<file path="src/hw/rtl/tscu_pkg.sv">
// Shared widths, constants and stage types of the sine / cosine unit.
// Depends on nothing; every other .sv file of the RTL uses it.
`timescale 1ns / 1ps

package tscu_pkg;

  // Port field widths.
  localparam int ANGLE_W = 32;
  localparam int VALUE_W = 32;
  localparam int THR_W   = 20;

  // Fixed-point layout: angles and terms are kept with 30 fraction bits.
  localparam int FRAC_W    = 30;
  localparam int ANG_SHIFT = 6;
  localparam int MAG_W     = ANGLE_W + ANG_SHIFT;
  localparam int RED_W     = MAG_W + 1;
  localparam int TWO_PI_W  = 33;
  localparam int AX_W      = 32;
  localparam int X2_W      = 34;
  localparam int TMAG_W    = 33;
  localparam int SUM_W     = 36;

  // Range reduction removes up to 31 turns, one binary digit per stage.
  localparam int RED_STEPS = 5;

  // Term divider: 40-bit dividend, 12-bit divisor, eight quotient bits a stage.
  localparam int DVD_W      = 40;
  localparam int DIV_W      = 12;
  localparam int DIV_STEPS  = 8;
  localparam int DIV_STAGES = DVD_W / DIV_STEPS;

  localparam logic [AX_W-1:0]     PI_Q30     = 32'd3373259426;
  localparam logic [TWO_PI_W-1:0] TWO_PI_Q30 = 33'd6746518852;
  localparam logic [TMAG_W-1:0]   ONE_Q30    = 33'd1073741824;

  localparam logic signed [SUM_W-1:0]   SUM_ONE         = 36'sd1073741824;
  localparam logic signed [SUM_W-1:0]   SUM_MINUS_ONE   = -36'sd1073741824;
  localparam logic signed [VALUE_W-1:0] VALUE_ONE       = 32'sd1073741824;
  localparam logic signed [VALUE_W-1:0] VALUE_MINUS_ONE = -32'sd1073741824;

  // Registered request as taken from the input port.
  typedef struct packed {
    logic              vld;
    logic              cos;
    logic              neg;
    logic [ANGLE_W-1:0] absv;
  } ang_t;

  // State handed from one term cell to the next.
  typedef struct packed {
    logic                     vld;
    logic                     cos;
    logic                     done;
    logic                     tneg;
    logic [TMAG_W-1:0]        tmag;
    logic signed [SUM_W-1:0]  sum;
    logic [X2_W-1:0]          x2;
  } term_t;

endpackage

</file>
<file path="src/hw/rtl/tscu_cell.sv">
// One term cell of the series chain: next term = term * x^2 / divisor,
// added into the running sum. Uses tscu_pkg.
`timescale 1ns / 1ps

module tscu_cell #(
  parameter int CELL_IDX = 0
) (
  input  logic                        clk,
  input  logic                        rst,
  input  logic                        en,
  input  logic [tscu_pkg::THR_W-1:0]  thr,
  input  tscu_pkg::term_t             term_in,
  output tscu_pkg::term_t             term_out
);

  localparam int TMAG_W     = tscu_pkg::TMAG_W;
  localparam int X2_W       = tscu_pkg::X2_W;
  localparam int SUM_W      = tscu_pkg::SUM_W;
  localparam int FRAC_W     = tscu_pkg::FRAC_W;
  localparam int DVD_W      = tscu_pkg::DVD_W;
  localparam int DIV_W      = tscu_pkg::DIV_W;
  localparam int DIV_STEPS  = tscu_pkg::DIV_STEPS;
  localparam int DIV_STAGES = tscu_pkg::DIV_STAGES;
  localparam int PROD_W     = TMAG_W + X2_W;
  localparam int RND_W      = PROD_W + 1;
  localparam int P_W        = RND_W - FRAC_W;

  // Divisors of this cell: (2i+2)(2i+3) for sine, (2i+1)(2i+2) for cosine.
  localparam int D_SIN_I = (2 * CELL_IDX + 2) * (2 * CELL_IDX + 3);
  localparam int D_COS_I = (2 * CELL_IDX + 1) * (2 * CELL_IDX + 2);
  localparam logic [DIV_W-1:0] D_SIN      = DIV_W'(D_SIN_I);
  localparam logic [DIV_W-1:0] D_COS      = DIV_W'(D_COS_I);
  localparam logic [DIV_W-1:0] D_SIN_HALF = DIV_W'(D_SIN_I / 2);
  localparam logic [DIV_W-1:0] D_COS_HALF = DIV_W'(D_COS_I / 2);
  localparam logic [RND_W-1:0] RND_HALF   = RND_W'(1) << (FRAC_W - 1);

  typedef struct packed {
    logic                     vld;
    logic                     cos;
    logic                     done;
    logic                     tneg;
    logic signed [SUM_W-1:0]  sum;
    logic [X2_W-1:0]          x2;
    logic [DIV_W-1:0]         rem;
    logic [DVD_W-1:0]         dvd;
  } div_t;

  wire div_t div_w [DIV_STAGES+1];

  // Multiply stage: term * x^2 in Q.30, rounded, plus half the divisor.
  logic [PROD_W-1:0] prod;
  logic [RND_W-1:0]  prod_rnd;
  logic [P_W-1:0]    prod_q30;
  div_t              mul_next;
  div_t              mul_q;

  always_comb begin
    prod          = term_in.tmag * term_in.x2;
    prod_rnd      = {1'b0, prod} + RND_HALF;
    prod_q30      = prod_rnd[RND_W-1:FRAC_W];
    mul_next.vld  = term_in.vld;
    mul_next.cos  = term_in.cos;
    mul_next.done = term_in.done;
    mul_next.tneg = term_in.tneg;
    mul_next.sum  = term_in.sum;
    mul_next.x2   = term_in.x2;
    mul_next.rem  = '0;
    mul_next.dvd  = DVD_W'(prod_q30) +
                    DVD_W'(term_in.cos ? D_COS_HALF : D_SIN_HALF);
  end

  always_ff @(posedge clk) begin
    if (rst) begin
      mul_q.vld <= 1'b0;
    end else if (en) begin
      mul_q <= mul_next;
    end
  end

  assign div_w[0] = mul_q;

  // Long division by the constant divisor, eight quotient bits per stage.
  // Quotient bits shift into the dividend register as its bits are consumed.
  for (genvar s = 0; s < DIV_STAGES; s++) begin : g_div
    logic [DIV_W-1:0] dsor;
    logic [DIV_W-1:0] rem_w;
    logic [DVD_W-1:0] dvd_w;
    logic [DIV_W:0]   trial;
    div_t             div_next;
    div_t             div_q;

    always_comb begin
      dsor  = div_w[s].cos ? D_COS : D_SIN;
      rem_w = div_w[s].rem;
      dvd_w = div_w[s].dvd;
      trial = '0;
      for (int k = 0; k < DIV_STEPS; k++) begin
        trial = {rem_w, dvd_w[DVD_W-1]};
        dvd_w = {dvd_w[DVD_W-2:0], 1'b0};
        if (trial >= {1'b0, dsor}) begin
          trial    = trial - {1'b0, dsor};
          dvd_w[0] = 1'b1;
        end
        rem_w = trial[DIV_W-1:0];
      end
      div_next     = div_w[s];
      div_next.rem = rem_w;
      div_next.dvd = dvd_w;
    end

    always_ff @(posedge clk) begin
      if (rst) begin
        div_q.vld <= 1'b0;
      end else if (en) begin
        div_q <= div_next;
      end
    end

    assign div_w[s+1] = div_q;
  end

  // Accumulate stage: while not done, flip sign, add term, check stop level.
  logic [TMAG_W-1:0]        qmag;
  logic signed [SUM_W-1:0]  qterm;
  logic                     new_neg;
  tscu_pkg::term_t          term_next;

  always_comb begin
    qmag    = div_w[DIV_STAGES].dvd[TMAG_W-1:0];
    qterm   = $signed(SUM_W'(qmag));
    new_neg = !div_w[DIV_STAGES].tneg;
    term_next.vld  = div_w[DIV_STAGES].vld;
    term_next.cos  = div_w[DIV_STAGES].cos;
    term_next.x2   = div_w[DIV_STAGES].x2;
    term_next.tmag = qmag;
    if (div_w[DIV_STAGES].done) begin
      term_next.done = 1'b1;
      term_next.tneg = div_w[DIV_STAGES].tneg;
      term_next.sum  = div_w[DIV_STAGES].sum;
    end else begin
      term_next.done = (qmag <= TMAG_W'(thr));
      term_next.tneg = new_neg;
      term_next.sum  = new_neg ? (div_w[DIV_STAGES].sum - qterm)
                               : (div_w[DIV_STAGES].sum + qterm);
    end
  end

  always_ff @(posedge clk) begin
    if (rst) begin
      term_out.vld <= 1'b0;
    end else if (en) begin
      term_out <= term_next;
    end
  end

endmodule

</file>
<file path="config.mk">
export PLATFORM = sky130hd
export DESIGN_NAME = tscu_cell
export DESIGN_NICKNAME = d
export VERILOG_FILES = /design/src/hw/rtl/tscu_pkg.sv /design/src/hw/rtl/tscu_cell.sv
export SDC_FILE = /design/constraint.sdc
export NUM_CORES = 2
export LEC_CHECK = 0
export BUFFER_PORTS_ARGS = -buffer_cell sky130_fd_sc_hd__buf_4
export CORE_MARGIN = 2
export CORE_UTILIZATION = 65
export DETAILED_ROUTE_END_ITERATION = 6
export PLACE_DENSITY = 0.83
export SLEW_MARGIN = 20
export SYNTH_ARGS = -nofsm -noshare
export SYNTH_HDL_FRONTEND = slang
export SYNTH_SLANG_ARGS = --single-unit
</file>
<file path="constraint.sdc">
create_clock -name clk -period 61.8 [get_ports clk]
set_clock_uncertainty 0.05 [all_clocks]
set_input_delay 15.45 -clock clk [delete_from_list [all_inputs] [get_ports clk]]
set_output_delay 15.45 -clock clk [all_outputs]
set_load 0.05 [all_outputs]
</file>
* Word-level counts from Yosys, hierarchy flattened *
Cells that the tools add are included.

storage, ports and cells
  memory bits (read-only) = 0
  memories = 0
  word-level logic and storage cells = 229
  output and inout bits = 107
  latch bits = 0
  RAM bits = 0
  register bits = 832
  input port bits = 130

operators by class
  reduce and logical (&&, ||, !) cells = 2
  multiply operators = 1
  equal/unequal tests = 0
  $lt $le $gt $ge = 41
  bitwise operators = 1
  shifts and indexed selects = 0
  add/subtract/negate cells = 43
  div/mod/pow operators = 0
  muxes and demuxes = 88

operators by type and width
  operator                number
  $ge 13x3->1             39
  $mux 12                 39
  $sub 12x3->12           38
  $mux 36                 2
  $add 67x30->68 const B  1
  $mul 33x34->67          1
  $mux 1                  41
  $add 38x2->39           1
  $add 36x34->36          1
  $sub 36x34->36          1
  $le 33x20->1            1
  $mux 3                  5
  $sub 1x3->4             1
  $ge 1x3->1              1
  $mux 2                  1
  $reduce_and 2->1        1
  $logic_not 1->1         1
  $not 1->1               1

* Logic depth before layout (Yosys ltp) *
  word-level depth = 17
  depth in mapped cells = 60
  depth with buffers taken out = 57

* Least setup slack after synthesis *
OpenSTA, ideal clock, no wires.

  kind = input to register
  start = input en
  end = register g_div[4].div_q, in the netlist div_w[0] (enable)
  setup slack = 9.301 ns
  data required time = 59.699 ns
  arrival = 50.398 ns
  cell stages on the path = 2
  cells stage by stage = clkbuf_1 nor2b_1

between the ends
  cells in the longest elaborated chain, start to end = 1

ends and longest elaborated chain
  element                            line              text
  start: declaration                 tscu_cell.sv:10   input logic en,
  $reduce_and 2->1 (no source line)  n/a
  end signal: assignment             tscu_cell.sv:115  div_q <= div_next;
  end: declaration                   tscu_cell.sv:90   div_t div_q;

No other way between the ends.
A chain may end at the register's enable or synchronous reset.

==> results.cfg <==
[run_status]
status = complete, but fails checks
violations = design-rule violations

[worst_setup_path]
slowest_stage = a2111oi_1
cp_num_buf_inv = 7
timing.rr.end = div_w[174]$_DFFE_PP_
r2r_start = div_w[376]$_DFFE_PP_
reg2reg_depth = 52
crit_family = adder cells
crit_path_frequent_cell = fa_1
critPathKind = primary input to register
critPathRequiredTime_ns = 62.17
end_kind = register
cp_max_fo = 34
worstSetupStartpointType = primary input
worstPathArrival_ns = 27.03
rrSetupSlack_ns = 44.81
cpPeakStageDelay_ns = 1.15

[global_route]
grt_antenna_before_repair = 11
grt_overflow_total = 0
grt_pass1_wl_um = 310000
grt_pass1_vias = 57500
globalRouteTotalUtil = 0.323
grt_max_degree = 203

[synthesis]
synth_compound_area_frac = 0.0908
ys_seq_area_frac = 0.307
synthFlopType = edfxtp_1
synth_mux_area_frac = 0.0110
netlist_instances = 7519
syn_area_mm2 = 0.0779
synthSimpleGateAreaFrac = 0.153
async_flop_share = 0
yosysWarnings = 0
synthAdderAreaFrac = 0.328
synth-edff-count = 791
syn_nets = 9076
synth_xor_area_frac = 0.0368
synth_top_family_by_area = adder cells
yosysUniqueCellTypes = 146
synth_seq_cells = 798
avgSynthCellArea_um2 = 10.4

[min_path]
hold_depth = 0
hp-class = register to register
hold_path_end = term_out[2]$_DFFE_PP_
hold_start = div_w[54]$_DFFE_PP_

[die]
core_mm2 = 0.119
die_x_um = 350
die_height_um = 350
dieArea_mm2 = 0.123
start_util = 0.653
row_count = 127
pin_count = 237

[cts]
cts_made_buffers = 82
cts_hold_buf = 0
cts_root_buf = clkbuf_16
cts_buffer_depth = 3
tritoncts = built
cts_setup_buffers = 0
path_clk_slew_ns = 0.06
post_cts_resized = 0
clk_latency_ns = 0.73
cts_sinks = 798
htreeDepth = 3

[detailed_routing]
drcViolationCount = 2
first_pass_iters = 7
vias_per_cell = 6.08
vias = 56200
drtAntennaViolNets = 0
wl_per_cell_um = 21.1
first_iter_violations = 5418
finalWirelength_um = 195000

[sta]
fin_tns_setup_ns = 0
max_freq_mhz = 37.5
timing.final.ws_setup_ns = 35.15
slew_violations = 0
hold_viol_final = 0
hold_ws_ns = 0.348
period_needed_ns = 26.65
slew_headroom = 0.216
worstMarginPinSlew_ns = 1.17
final.period_utilization = 0.431
rsz0062_at_grt = false
setup_viol_count_final = 0

[finish]
fin_area_mm2 = 0.0832
final_nets = 9118
fill_cells = 8449
layout-drive-gt1-share = 0.0745
area.growth.synth_to_final_pct = 6.78

[placed_design]
dpl-instance-area_mm2 = 0.0807
hpwl_um = 139000
gp_congestion = 0.928
dpl_worst_slack_ns = 34.74
place.port_buffers = 236

[job]
drv_cap = 0
[logic make-up after synthesis]
| logic type | Yosys count |
|---|---|
| AND/OR/NAND/NOR | 2397 |
| buffers and inverters | 1493 |
| adder cells (fa/ha/maj) | 1427 |
| AO/OA/AOI/OAI | 1001 |
| flip-flops | 798 |
| XOR/XNOR | 322 |
| multiplexers | 81 |
[placed cells by master, fill, tap and decap left out, types with 43 or more instances in the layout]
cell       synthesis  routed
inv_1           1192    1192
nand2_1         1092    1092
fa_1            1029    1029
edfxtp_1         791     791
ha_1             398     398
and2_1           333     333
nor2_1           255     255
buf_4             10     250
a21oi_1          208     208
xnor2_1          200     200
o21ai_0          176     176
nand3_1          127     127
xor2_1           118     118
nor3_1           103     103
clkbuf_16          0      82
a21o_1            67      67
a31oi_1           54      54
nand2b_1          51      51
mux2i_1           51      51
nand4_1           50      50
a211oi_1          49      49
or3_1             47      47
nor4_1            45      45
o211ai_1          43      43
[worst max path at each step]
stage / from / endpoint / slack (ns) / cells after the start
floorplan: en / div_w[0]$_DFFE_PP_ / 9.30 / 2
global placement: term_in[16] / div_w[667]$_DFFE_PP_ / 34.43 / 35
detailed placement: term_in[10] / div_w[667]$_DFFE_PP_ / 34.74 / 35
CTS: term_in[11] / div_w[667]$_DFFE_PP_ / 35.41 / 36
global route: term_in[11] / div_w[667]$_DFFE_PP_ / 34.74 / 36
finish: term_in[11] / div_w[667]$_DFFE_PP_ / 35.15 / 36
[flip-flops by register name (all words and copies together), names as in the netlist]
| name | count |
|---|---|
| term_out | 107 |
| div_w | 691 |
[final cells by class]
cell class / instances / area [µm²] / share of cell area
timing repair buffer: 252 / 1920 / 0.0230
inverter: 1199 / 4510 / 0.0542
sequential: 798 / 23900 / 0.287
clock buffer: 98 / 2110 / 0.0254
tap: 1612 / 2020 / 0.0242
multi-input combinational: 5228 / 48300 / 0.581
clock inverter: 46 / 394 / 0.00474
antenna: 7 / 17.5 / 0.000211
[synthesized netlist by cell type, types with 67 or more instances]
cell         n  area (µm²)
nor3_1     103         515
xnor2_1    200        1750
ha_1       398        4980
nand3_1    127         636
inv_1     1192        4470
fa_1      1029       20600
a21o_1      67         503
o21ai_0    176         881
and2_1     333        2080
clkbuf_1   257         965
edfxtp_1   791       23800
nor2_1     255         957
nand2_1   1092        4100
a21oi_1    208        1040
xor2_1     118        1030
[per-layer routing]
| layer | wire [µm] | GRT usage | vias to the layer above |
|---|---|---|---|
| met5 | 11 | 0 | - |
| met4 | 7340 | 0.122 | 2 |
| met3 | 20700 | 0.0813 | 547 |
| met2 | 91400 | 0.517 | 2929 |
| met1 | 75300 | 0.428 | 27700 |
| li1 | - | - | 25000 |
[per-stage QoR]
stage	utilization	cells
after floorplan	-	7519
after global placement	0.676	9089
after detailed placement	0.676	9089
after CTS	0.697	9233
after global routing	0.697	9239
final	0.697	9240
Power is left out: the tool's default activity adds up to more than one toggle a clock period on the data nets, which glitch-free logic cannot reach.
