### config.mk
export PLATFORM = sky130hd
export DESIGN_NAME = tscu_front
export DESIGN_NICKNAME = d
export VERILOG_FILES = /design/src/hw/rtl/tscu_pkg.sv /design/src/hw/rtl/tscu_front.sv
export SDC_FILE = /design/constraint.sdc
export NUM_CORES = 2
export LEC_CHECK = 0
export BUFFER_PORTS_ARGS = -buffer_cell sky130_fd_sc_hd__buf_2
export CAP_MARGIN = 25
export CORE_MARGIN = 3
export CORE_UTILIZATION = 59
export CTS_CLUSTER_DIAMETER = 200
export DETAILED_ROUTE_END_ITERATION = 12
export PLACE_DENSITY = 0.85
export SYNTH_ARGS = -nofsm -noshare
export SYNTH_HDL_FRONTEND = slang
export SYNTH_SLANG_ARGS = --single-unit
### constraint.sdc
create_clock -name clk -period 22.1 [get_ports clk]
set_clock_uncertainty 0.1 [all_clocks]
set_input_delay 4.42 -clock clk [delete_from_list [all_inputs] [get_ports clk]]
set_output_delay 4.42 -clock clk [all_outputs]
set_load 0.05 [all_outputs]
### src/hw/rtl/tscu_pkg.sv
// Shared widths, constants and stage types of the sine / cosine unit.
// Depends on nothing; every other .sv file of the RTL uses it.
`timescale 1ns / 1ps

package tscu_pkg;

  // Port field widths.
  localparam int ANGLE_W = 32;
  localparam int VALUE_W = 32;
  localparam int THR_W   = 20;

  // Fixed-point layout: angles and terms are kept with 30 fraction bits.
  localparam int FRAC_W    = 30;
  localparam int ANG_SHIFT = 6;
  localparam int MAG_W     = ANGLE_W + ANG_SHIFT;
  localparam int RED_W     = MAG_W + 1;
  localparam int TWO_PI_W  = 33;
  localparam int AX_W      = 32;
  localparam int X2_W      = 34;
  localparam int TMAG_W    = 33;
  localparam int SUM_W     = 36;

  // Range reduction removes up to 31 turns, one binary digit per stage.
  localparam int RED_STEPS = 5;

  // Term divider: 40-bit dividend, 12-bit divisor, eight quotient bits a stage.
  localparam int DVD_W      = 40;
  localparam int DIV_W      = 12;
  localparam int DIV_STEPS  = 8;
  localparam int DIV_STAGES = DVD_W / DIV_STEPS;

  localparam logic [AX_W-1:0]     PI_Q30     = 32'd3373259426;
  localparam logic [TWO_PI_W-1:0] TWO_PI_Q30 = 33'd6746518852;
  localparam logic [TMAG_W-1:0]   ONE_Q30    = 33'd1073741824;

  localparam logic signed [SUM_W-1:0]   SUM_ONE         = 36'sd1073741824;
  localparam logic signed [SUM_W-1:0]   SUM_MINUS_ONE   = -36'sd1073741824;
  localparam logic signed [VALUE_W-1:0] VALUE_ONE       = 32'sd1073741824;
  localparam logic signed [VALUE_W-1:0] VALUE_MINUS_ONE = -32'sd1073741824;

  // Registered request as taken from the input port.
  typedef struct packed {
    logic              vld;
    logic              cos;
    logic              neg;
    logic [ANGLE_W-1:0] absv;
  } ang_t;

  // State handed from one term cell to the next.
  typedef struct packed {
    logic                     vld;
    logic                     cos;
    logic                     done;
    logic                     tneg;
    logic [TMAG_W-1:0]        tmag;
    logic signed [SUM_W-1:0]  sum;
    logic [X2_W-1:0]          x2;
  } term_t;

endpackage

### src/hw/rtl/tscu_front.sv
// Front end of the sine / cosine unit: range reduction into [-pi, pi],
// squaring of the reduced angle and the first series term. Uses tscu_pkg.
`timescale 1ns / 1ps

module tscu_front (
  input  logic                          clk,
  input  logic                          rst,
  input  logic                          en,
  input  logic [tscu_pkg::THR_W-1:0]    thr,
  input  tscu_pkg::ang_t                ang,
  output tscu_pkg::term_t               term
);

  localparam int ANG_SHIFT = tscu_pkg::ANG_SHIFT;
  localparam int MAG_W     = tscu_pkg::MAG_W;
  localparam int RED_W     = tscu_pkg::RED_W;
  localparam int TWO_PI_W  = tscu_pkg::TWO_PI_W;
  localparam int AX_W      = tscu_pkg::AX_W;
  localparam int X2_W      = tscu_pkg::X2_W;
  localparam int TMAG_W    = tscu_pkg::TMAG_W;
  localparam int SUM_W     = tscu_pkg::SUM_W;
  localparam int FRAC_W    = tscu_pkg::FRAC_W;
  localparam int RED_STEPS = tscu_pkg::RED_STEPS;
  localparam int SQ_W      = 2 * AX_W + 1;
  localparam logic [SQ_W-1:0] SQ_HALF = SQ_W'(1) << (FRAC_W - 1);

  typedef struct packed {
    logic             vld;
    logic             cos;
    logic             neg;
    logic             at_pi;
    logic [RED_W-1:0] t;
  } red_t;

  typedef struct packed {
    logic            vld;
    logic            cos;
    logic            xneg;
    logic [AX_W-1:0] ax;
  } sq_t;

  wire red_t red_w [RED_STEPS+1];

  // Offset the magnitude by pi so that the remainder modulo two pi lands on [0, 2pi).
  logic [MAG_W-1:0] mag;
  red_t             red_b;
  red_t             red_q;

  always_comb begin
    mag         = {ang.absv, {ANG_SHIFT{1'b0}}};
    red_b.vld   = ang.vld;
    red_b.cos   = ang.cos;
    red_b.neg   = ang.neg;
    red_b.at_pi = (mag == MAG_W'(tscu_pkg::PI_Q30));
    red_b.t     = RED_W'(mag) + RED_W'(tscu_pkg::PI_Q30);
  end

  always_ff @(posedge clk) begin
    if (rst) begin
      red_q.vld <= 1'b0;
    end else if (en) begin
      red_q <= red_b;
    end
  end

  assign red_w[0] = red_q;

  // Restoring reduction: one multiple of two pi, largest first, per stage.
  for (genvar g = 0; g < RED_STEPS; g++) begin : g_red
    localparam logic [RED_W-1:0] STEP_SUB =
      RED_W'(tscu_pkg::TWO_PI_Q30) << (RED_STEPS - 1 - g);
    red_t step_next;
    red_t step_q;

    always_comb begin
      step_next = red_w[g];
      if (red_w[g].t >= STEP_SUB) begin
        step_next.t = red_w[g].t - STEP_SUB;
      end
    end

    always_ff @(posedge clk) begin
      if (rst) begin
        step_q.vld <= 1'b0;
      end else if (en) begin
        step_q <= step_next;
      end
    end

    assign red_w[g+1] = step_q;
  end

  // Remove the pi offset, take the magnitude and the sign of the reduced angle.
  logic [TWO_PI_W-1:0] rem;
  logic [TWO_PI_W-1:0] pi_ext;
  logic [TWO_PI_W-1:0] diff_hi;
  logic [TWO_PI_W-1:0] diff_lo;
  logic                gt_pi;
  logic                lt_pi;
  logic                at_pi;
  sq_t                 sq_next;
  sq_t                 sq_q;

  always_comb begin
    rem         = red_w[RED_STEPS].t[TWO_PI_W-1:0];
    pi_ext      = TWO_PI_W'(tscu_pkg::PI_Q30);
    at_pi       = red_w[RED_STEPS].at_pi;
    gt_pi       = rem > pi_ext;
    lt_pi       = rem < pi_ext;
    diff_hi     = rem - pi_ext;
    diff_lo     = pi_ext - rem;
    sq_next.vld = red_w[RED_STEPS].vld;
    sq_next.cos = red_w[RED_STEPS].cos;
    if (at_pi) begin
      sq_next.ax = tscu_pkg::PI_Q30;
    end else if (gt_pi) begin
      sq_next.ax = diff_hi[AX_W-1:0];
    end else begin
      sq_next.ax = diff_lo[AX_W-1:0];
    end
    if (red_w[RED_STEPS].neg) begin
      sq_next.xneg = at_pi || gt_pi;
    end else begin
      sq_next.xneg = !at_pi && lt_pi;
    end
  end

  always_ff @(posedge clk) begin
    if (rst) begin
      sq_q.vld <= 1'b0;
    end else if (en) begin
      sq_q <= sq_next;
    end
  end

  // Square of the angle, rounded half up, and the first term of the series.
  logic [2*AX_W-1:0]  sq_prod;
  logic [SQ_W-1:0]    sq_rnd;
  logic [TMAG_W-1:0]  tmag0;
  logic               tneg0;
  logic [SUM_W-1:0]   sum_mag;
  tscu_pkg::term_t    term_next;

  always_comb begin
    sq_prod  = sq_q.ax * sq_q.ax;
    sq_rnd   = {1'b0, sq_prod} + SQ_HALF;
    tmag0    = sq_q.cos ? tscu_pkg::ONE_Q30 : TMAG_W'(sq_q.ax);
    tneg0    = sq_q.cos ? 1'b0 : sq_q.xneg;
    sum_mag  = SUM_W'(tmag0);
    term_next.vld  = sq_q.vld;
    term_next.cos  = sq_q.cos;
    term_next.tneg = tneg0;
    term_next.tmag = tmag0;
    term_next.sum  = tneg0 ? -$signed(sum_mag) : $signed(sum_mag);
    term_next.x2   = sq_rnd[X2_W+FRAC_W-1:FRAC_W];
    term_next.done = (tmag0 <= TMAG_W'(thr));
  end

  always_ff @(posedge clk) begin
    if (rst) begin
      term.vld <= 1'b0;
    end else if (en) begin
      term <= term_next;
    end
  end

endmodule

==> Word-level counts from Yosys, hierarchy flattened <==
Index checks and enable logic that the tools add are counted.
W data, S select, Z words.
{ "totals": {"rom_bits": 0, "reg_bits": 388, "ram_bits": 0, "memories": 0, "latch_bits": 0, "output_inout_bits": 107, "elab_cells": 67, "in_bits": 58} }
{ "classes": {"add_sub_neg": 10, "bitwise": 1, "n_reduce_logical": 1, "div": 0, "muxes": 10, "eq_ne": 0, "shift": 0, "n_mul": 1, "n_lt_le_gt_ge": 8} }
{ "op_table": {"columns": ["operator", "n"], "rows": [
  ["$mux W39", 4],
  ["$mux W33", 2],
  ["$add A64 B30 Y64 const B", 1],
  ["$mul A32 B32 Y64", 1],
  ["$mux W32", 2],
  ["$add A38 B32 Y39 const B", 1],
  ["$ge A39 B33 Y1 const B", 1],
  ["$ge A39 B34 Y1 const B", 1],
  ["$ge A39 B35 Y1 const B", 1],
  ["$ge A39 B36 Y1 const B", 1],
  ["$ge A39 B37 Y1 const B", 1],
  ["$sub A39 B34 Y39 const B", 1],
  ["$sub A39 B35 Y39 const B", 1],
  ["$sub A39 B36 Y39 const B", 1],
  ["$sub A39 B37 Y39 const B", 1],
  ["$neg A32 Y36", 1],
  ["$gt A33 B32 Y1 const B", 1],
  ["$lt A33 B32 Y1 const B", 1],
  ["$sub A33 B33 Y33 const B", 1],
  ["$le A32 B20 Y1", 1],
  ["$sub A32 B32 Y32 const A", 1],
  ["$sub A32 B32 Y32 const B", 1],
  ["$mux W1", 2],
  ["$reduce_and A2 Y1", 1],
  ["$not A1 Y1", 1]
]} }

==> Logic depth before layout (Yosys ltp) <==
{ "depth": {"ltp_word": 3, "mapped_depth": 29, "ltp_nobuf": 27} }

==> Worst setup path after synthesis <==
OpenSTA, ideal clock, no wires.
{ "synth_timing": {"kind": "input-to-reg", "startpoint": "input port en", "endpoint": "register red_q (netlist bit g_red[0].step_next[40]), enable pin", "path_stages": 2, "path_slack_ns": 0.890, "required_ns": 20.903, "arrival_ns": 20.013, "setup_ns": 1.097, "cell_sequence": "clkbuf_1 nor2b_1"} }
{ "synth_via": {"elab_chain_len": 1} }
{ "synth_lines": {"columns": ["item", "line", "source"], "rows": [
  ["start: declaration", "tscu_front.sv:8", "input logic en,"],
  ["$reduce_and A2 Y1 (no source line)", null, null],
  ["end signal: assignment", "tscu_front.sv:62", "red_q <= red_b;"],
  ["end: declaration", "tscu_front.sv:47", "red_t red_q;"]
]} }
Every way passes these cells.
A chain may end at the register's enable or synchronous reset.

==> Worst setup path in the final report <==
{ "layout_timing": {"startpoint": "register sq_q[6] in the netlist's numbering", "endpoint": "register term[33] in the netlist's numbering, data pin"} }
{ "layout_via": {"elab_chain_len": 2} }
{ "layout_lines": {"columns": ["item", "line", "source"], "rows": [
  ["start: declaration", "tscu_front.sv:102", "sq_t sq_q;"],
  ["start signal: assignment", "tscu_front.sv:132", "sq_q <= sq_next;"],
  ["$mul A32 B32 Y64", "tscu_front.sv:145", "sq_prod = sq_q.ax * sq_q.ax;"],
  ["$add A64 B30 Y64", "tscu_front.sv:146", "sq_rnd = {1'b0, sq_prod} + SQ_HALF;"],
  ["via sq_rnd[63]", "tscu_front.sv:138", "logic [SQ_W-1:0] sq_rnd;"],
  ["end signal: assignment", "tscu_front.sv:163", "term <= term_next;"],
  ["end: declaration", "tscu_front.sv:11", "output tscu_pkg::term_t term"]
]} }
The timed path passes the listed nets, and every way through them passes these cells.

==> impl_metrics.csv <==
group,metric,value,unit
run_status,outcome,"completed",
synthesis,synth-simple-area-share,11.9,%
clock_network,numCtsBuffers,42,
die,num_rows,99,
synthesis,ys_types,90,
setup_path,crit_path_end_kind,"register",
synthesis,synth_compound_area_share,6.56,%
sta,finalCritPeriodShare,41.1,%
die,dieWidth,279,µm
clock_network,h-tree-depth,2,
synthesis,ys_seq_area_share,23.9,%
final_layout,fill_cells,5530,
final_layout,diodes,0,
detailed_routing,drt_iter0_markers,2064,
grt,grt_pass1_vias,32600,
placement,portBuffers,159,
sta,finalMaxSlewViolations,0,
setup_path,start_kind,"register",
detailed_routing,drc,0,
setup_path,cpLargestDelayFamily,"adder cells",
setup_path,r2r_cells,26,
clock_network,hold_buffers,0,
clock_network,postCtsResizedCells,0,
sta,fin_crit,9.09,ns
final_layout,seq_area,0.0106,mm²
clock_network,clock_latency,0.61,ns
synthesis,yosysWarnings,0,
die,initial_core_util,60.0,%
synthesis,synth_xor_area_share,5.62,%
synthesis,synthCells,4352,
setup_path,regToRegSetupSlack,13.01,ns
die,io_pins,165,
hold_path,hp-start,"g_red[2].step_q[41]",
setup_path,critPathMaxStageDelay,0.54,ns
setup_path,cpMostUsedCell,"fa_1",
setup_path,critPathKind,"register to register",
detailed_routing,viasPerCell,5.60,
clock_network,path_clk_slew,0.06,ns
clock_network,clockBufferDepth,3,
detailed_routing,postRouteAntennaNets,0,
synthesis,syn_area,0.0441,mm²
setup_path,arrival,9.32,ns
die,die_h,279,µm
setup_path,cp_max_fo,26,
clock_network,cts-root-buf,"clkbuf_16",
clock_network,cts_setup_buffers,0,
run,maxCapViolCount,0,
final_layout,drive_gt1_share,7.08,%
die,core,0.0736,mm²
sta,final-hold-violation-count,0,
final_layout,area_delta_synth_final,7.32,%
sta,tightest_slew,1.19,ns
synthesis,synth_ff_type,"edfxtp_1",
setup_path,r2r_end,"term[33]",
setup_path,required,22.33,ns
detailed_routing,vias,30400,
final_layout,multi_input_area,0.0292,mm²
grt,track_usage,26.6,%
setup_path,cp_num_buf_inv,8,
hold_path,min-delay-path-class,"register to register",
setup_path,timing.rr.start,"sq_q[6]",
synthesis,synth_top_family_by_area,"adder cells",
synthesis,synthAdderAreaFrac,41.7,%
synthesis,ys_seq_elements,354,
detailed_routing,drt-total-wl,100000,µm
sta,fin_tns_setup,0,ns
sta,holdWs,0.309,ns
synthesis,async_flop_share,0,%
sta,setup_viol,0,
sta,rsz0062_at_grt,"false",
placement,post-dp-hpwl,77400,µm
sta,max_freq,110,MHz
die,dieArea,0.0781,mm²
synthesis,avgSynthCellArea,10.1,µm²
placement,gp_congestion,0.918,
hold_path,holdPathStages,0,
grt,grt_antenna_before_repair,0,
grt,grt_max_degree,214,
grt,grt_pass1_wl,165000,µm
final_layout,layout.nets,5544,
grt,globalRouteOverflowTotal,0,
clock_network,cts.sinks,354,
setup_path,cp_slowest_cell,"clkinv_1",
sta,slew_headroom,20.9,%
detailed_routing,wl_per_cell,18.5,µm
synthesis,synth-edff-count,346,
detailed_routing,first_pass_iters,6,
synthesis,muxShareOfSynthArea,0.371,%
clock_network,cts_tree,"yes",
hold_path,hold_end,"g_red[3].step_q[41]",
[per-stage QoR]
| stage | std cells | util (%) | setup slack [ns] | area (µm²) |
|---|---|---|---|---|
| 5_1_grt | 5434 | 64.4 | 12.61 | 47400 |
| 3_3_place_gp | 5355 | 62.2 | 13.30 | 45800 |
| 2_1_floorplan | 4356 | - | 0.890 | 44100 |
| 3_5_place_dp | 5355 | 62.2 | 13.21 | 45800 |
| 6_report | 5434 | 64.4 | 13.01 | 47400 |
| 4_1_cts | 5433 | 64.3 | 13.12 | 47300 |
[cells in the mapped netlist, types with 30 or more instances]
cell type | number | area, µm²
a21o_1 | 53 | 398
edfxtp_1 | 346 | 10400
nor2_1 | 202 | 758
xnor2_1 | 156 | 1370
and2_1 | 220 | 1380
ha_1 | 335 | 4190
clkbuf_1 | 120 | 450
nand4_1 | 30 | 188
nor2b_1 | 33 | 206
nor3_1 | 45 | 225
nand3_1 | 40 | 200
o21ai_0 | 81 | 405
inv_1 | 978 | 3670
nand2_1 | 371 | 1390
xor2_1 | 127 | 1110
fa_1 | 710 | 14200
a21oi_1 | 123 | 616
[cell families (layout without fill, tap and decap cells)]
kind of cell               Yosys count  count (layout)
AOI/OAI and AO/OA                  440             440
adders and majority gates         1045            1045
other                                1               5
and+or+nand+nor                   1066            1066
buffers and inverters             1147            1266
xor gates and xnor gates           283             283
muxes                               16              16
DFF                                354             354
[how the worst max path moves through the flow]
stage                             endpoint  cells past startpoint     from
global route                      term[33]                     26  sq_q[6]
detailed placement                term[33]                     26  sq_q[6]
global placement                  term[33]                     25  sq_q[9]
floorplan           g_red[0].step_next[40]                      2       en
finish                            term[33]                     26  sq_q[6]
CTS                               term[33]                     26  sq_q[6]
[metal layers]
metal | track usage (%) | vias to the layer above | share of wire, %
met1 | 33.0 | 15100 | 37
met2 | 46.0 | 1239 | 50
met4 | 12.0 | 0 | 5.1
li1 | - | 13800 | -
met3 | 4.63 | 351 | 7.8
met5 | 0 | - | 0
[cells in the final DEF (no fill, tap or decap), drive strengths merged, types with 22 or more instances in the layout]
cell type	Yosys	routed
o21ai	96	96
xnor2	156	156
buf	37	198
ha	335	335
nand2	371	371
nand3	40	40
a21o	53	53
and3	23	23
fa	710	710
clkbuf	120	46
nor3	46	46
a21oi	123	123
nor2b	33	33
inv	984	989
xor2	127	127
o21bai	25	25
and2	220	220
nand2b	22	22
nor4	22	22
nand4	30	30
nor2	203	203
a31oi	25	25
edfxtp	346	346
[cell type report]
type | instances | area share, %
sequential | 354 | 22.3
clock buffer | 46 | 2.25
clock inverter | 32 | 1.02
tap | 959 | 2.53
multi-input combinational | 2855 | 61.7
timing repair buffer | 198 | 2.37
inverter | 990 | 7.85
[sequential cells by signal (all words and copies together), names as in the netlist]
name             cells
g_red.step_q       184
term               101
red_q               33
sq_q                33
g_red.step_next      3
[worst register-to-register path, delay by kind of cell (launching register included)]
kind | cells | cell delay, ns
buffers and inverters | 8 | 1.24
AO/OA/AOI/OAI | 6 | 2.04
multiplexers | 1 | 0.12
AND/OR/NAND/NOR | 2 | 0.63
flip-flops | 1 | 0.32
adder cells (fa/ha/maj) | 9 | 4.37
Power is not shown: default switching activity piles up to over one toggle a cycle in this logic, so the estimate is an artifact.
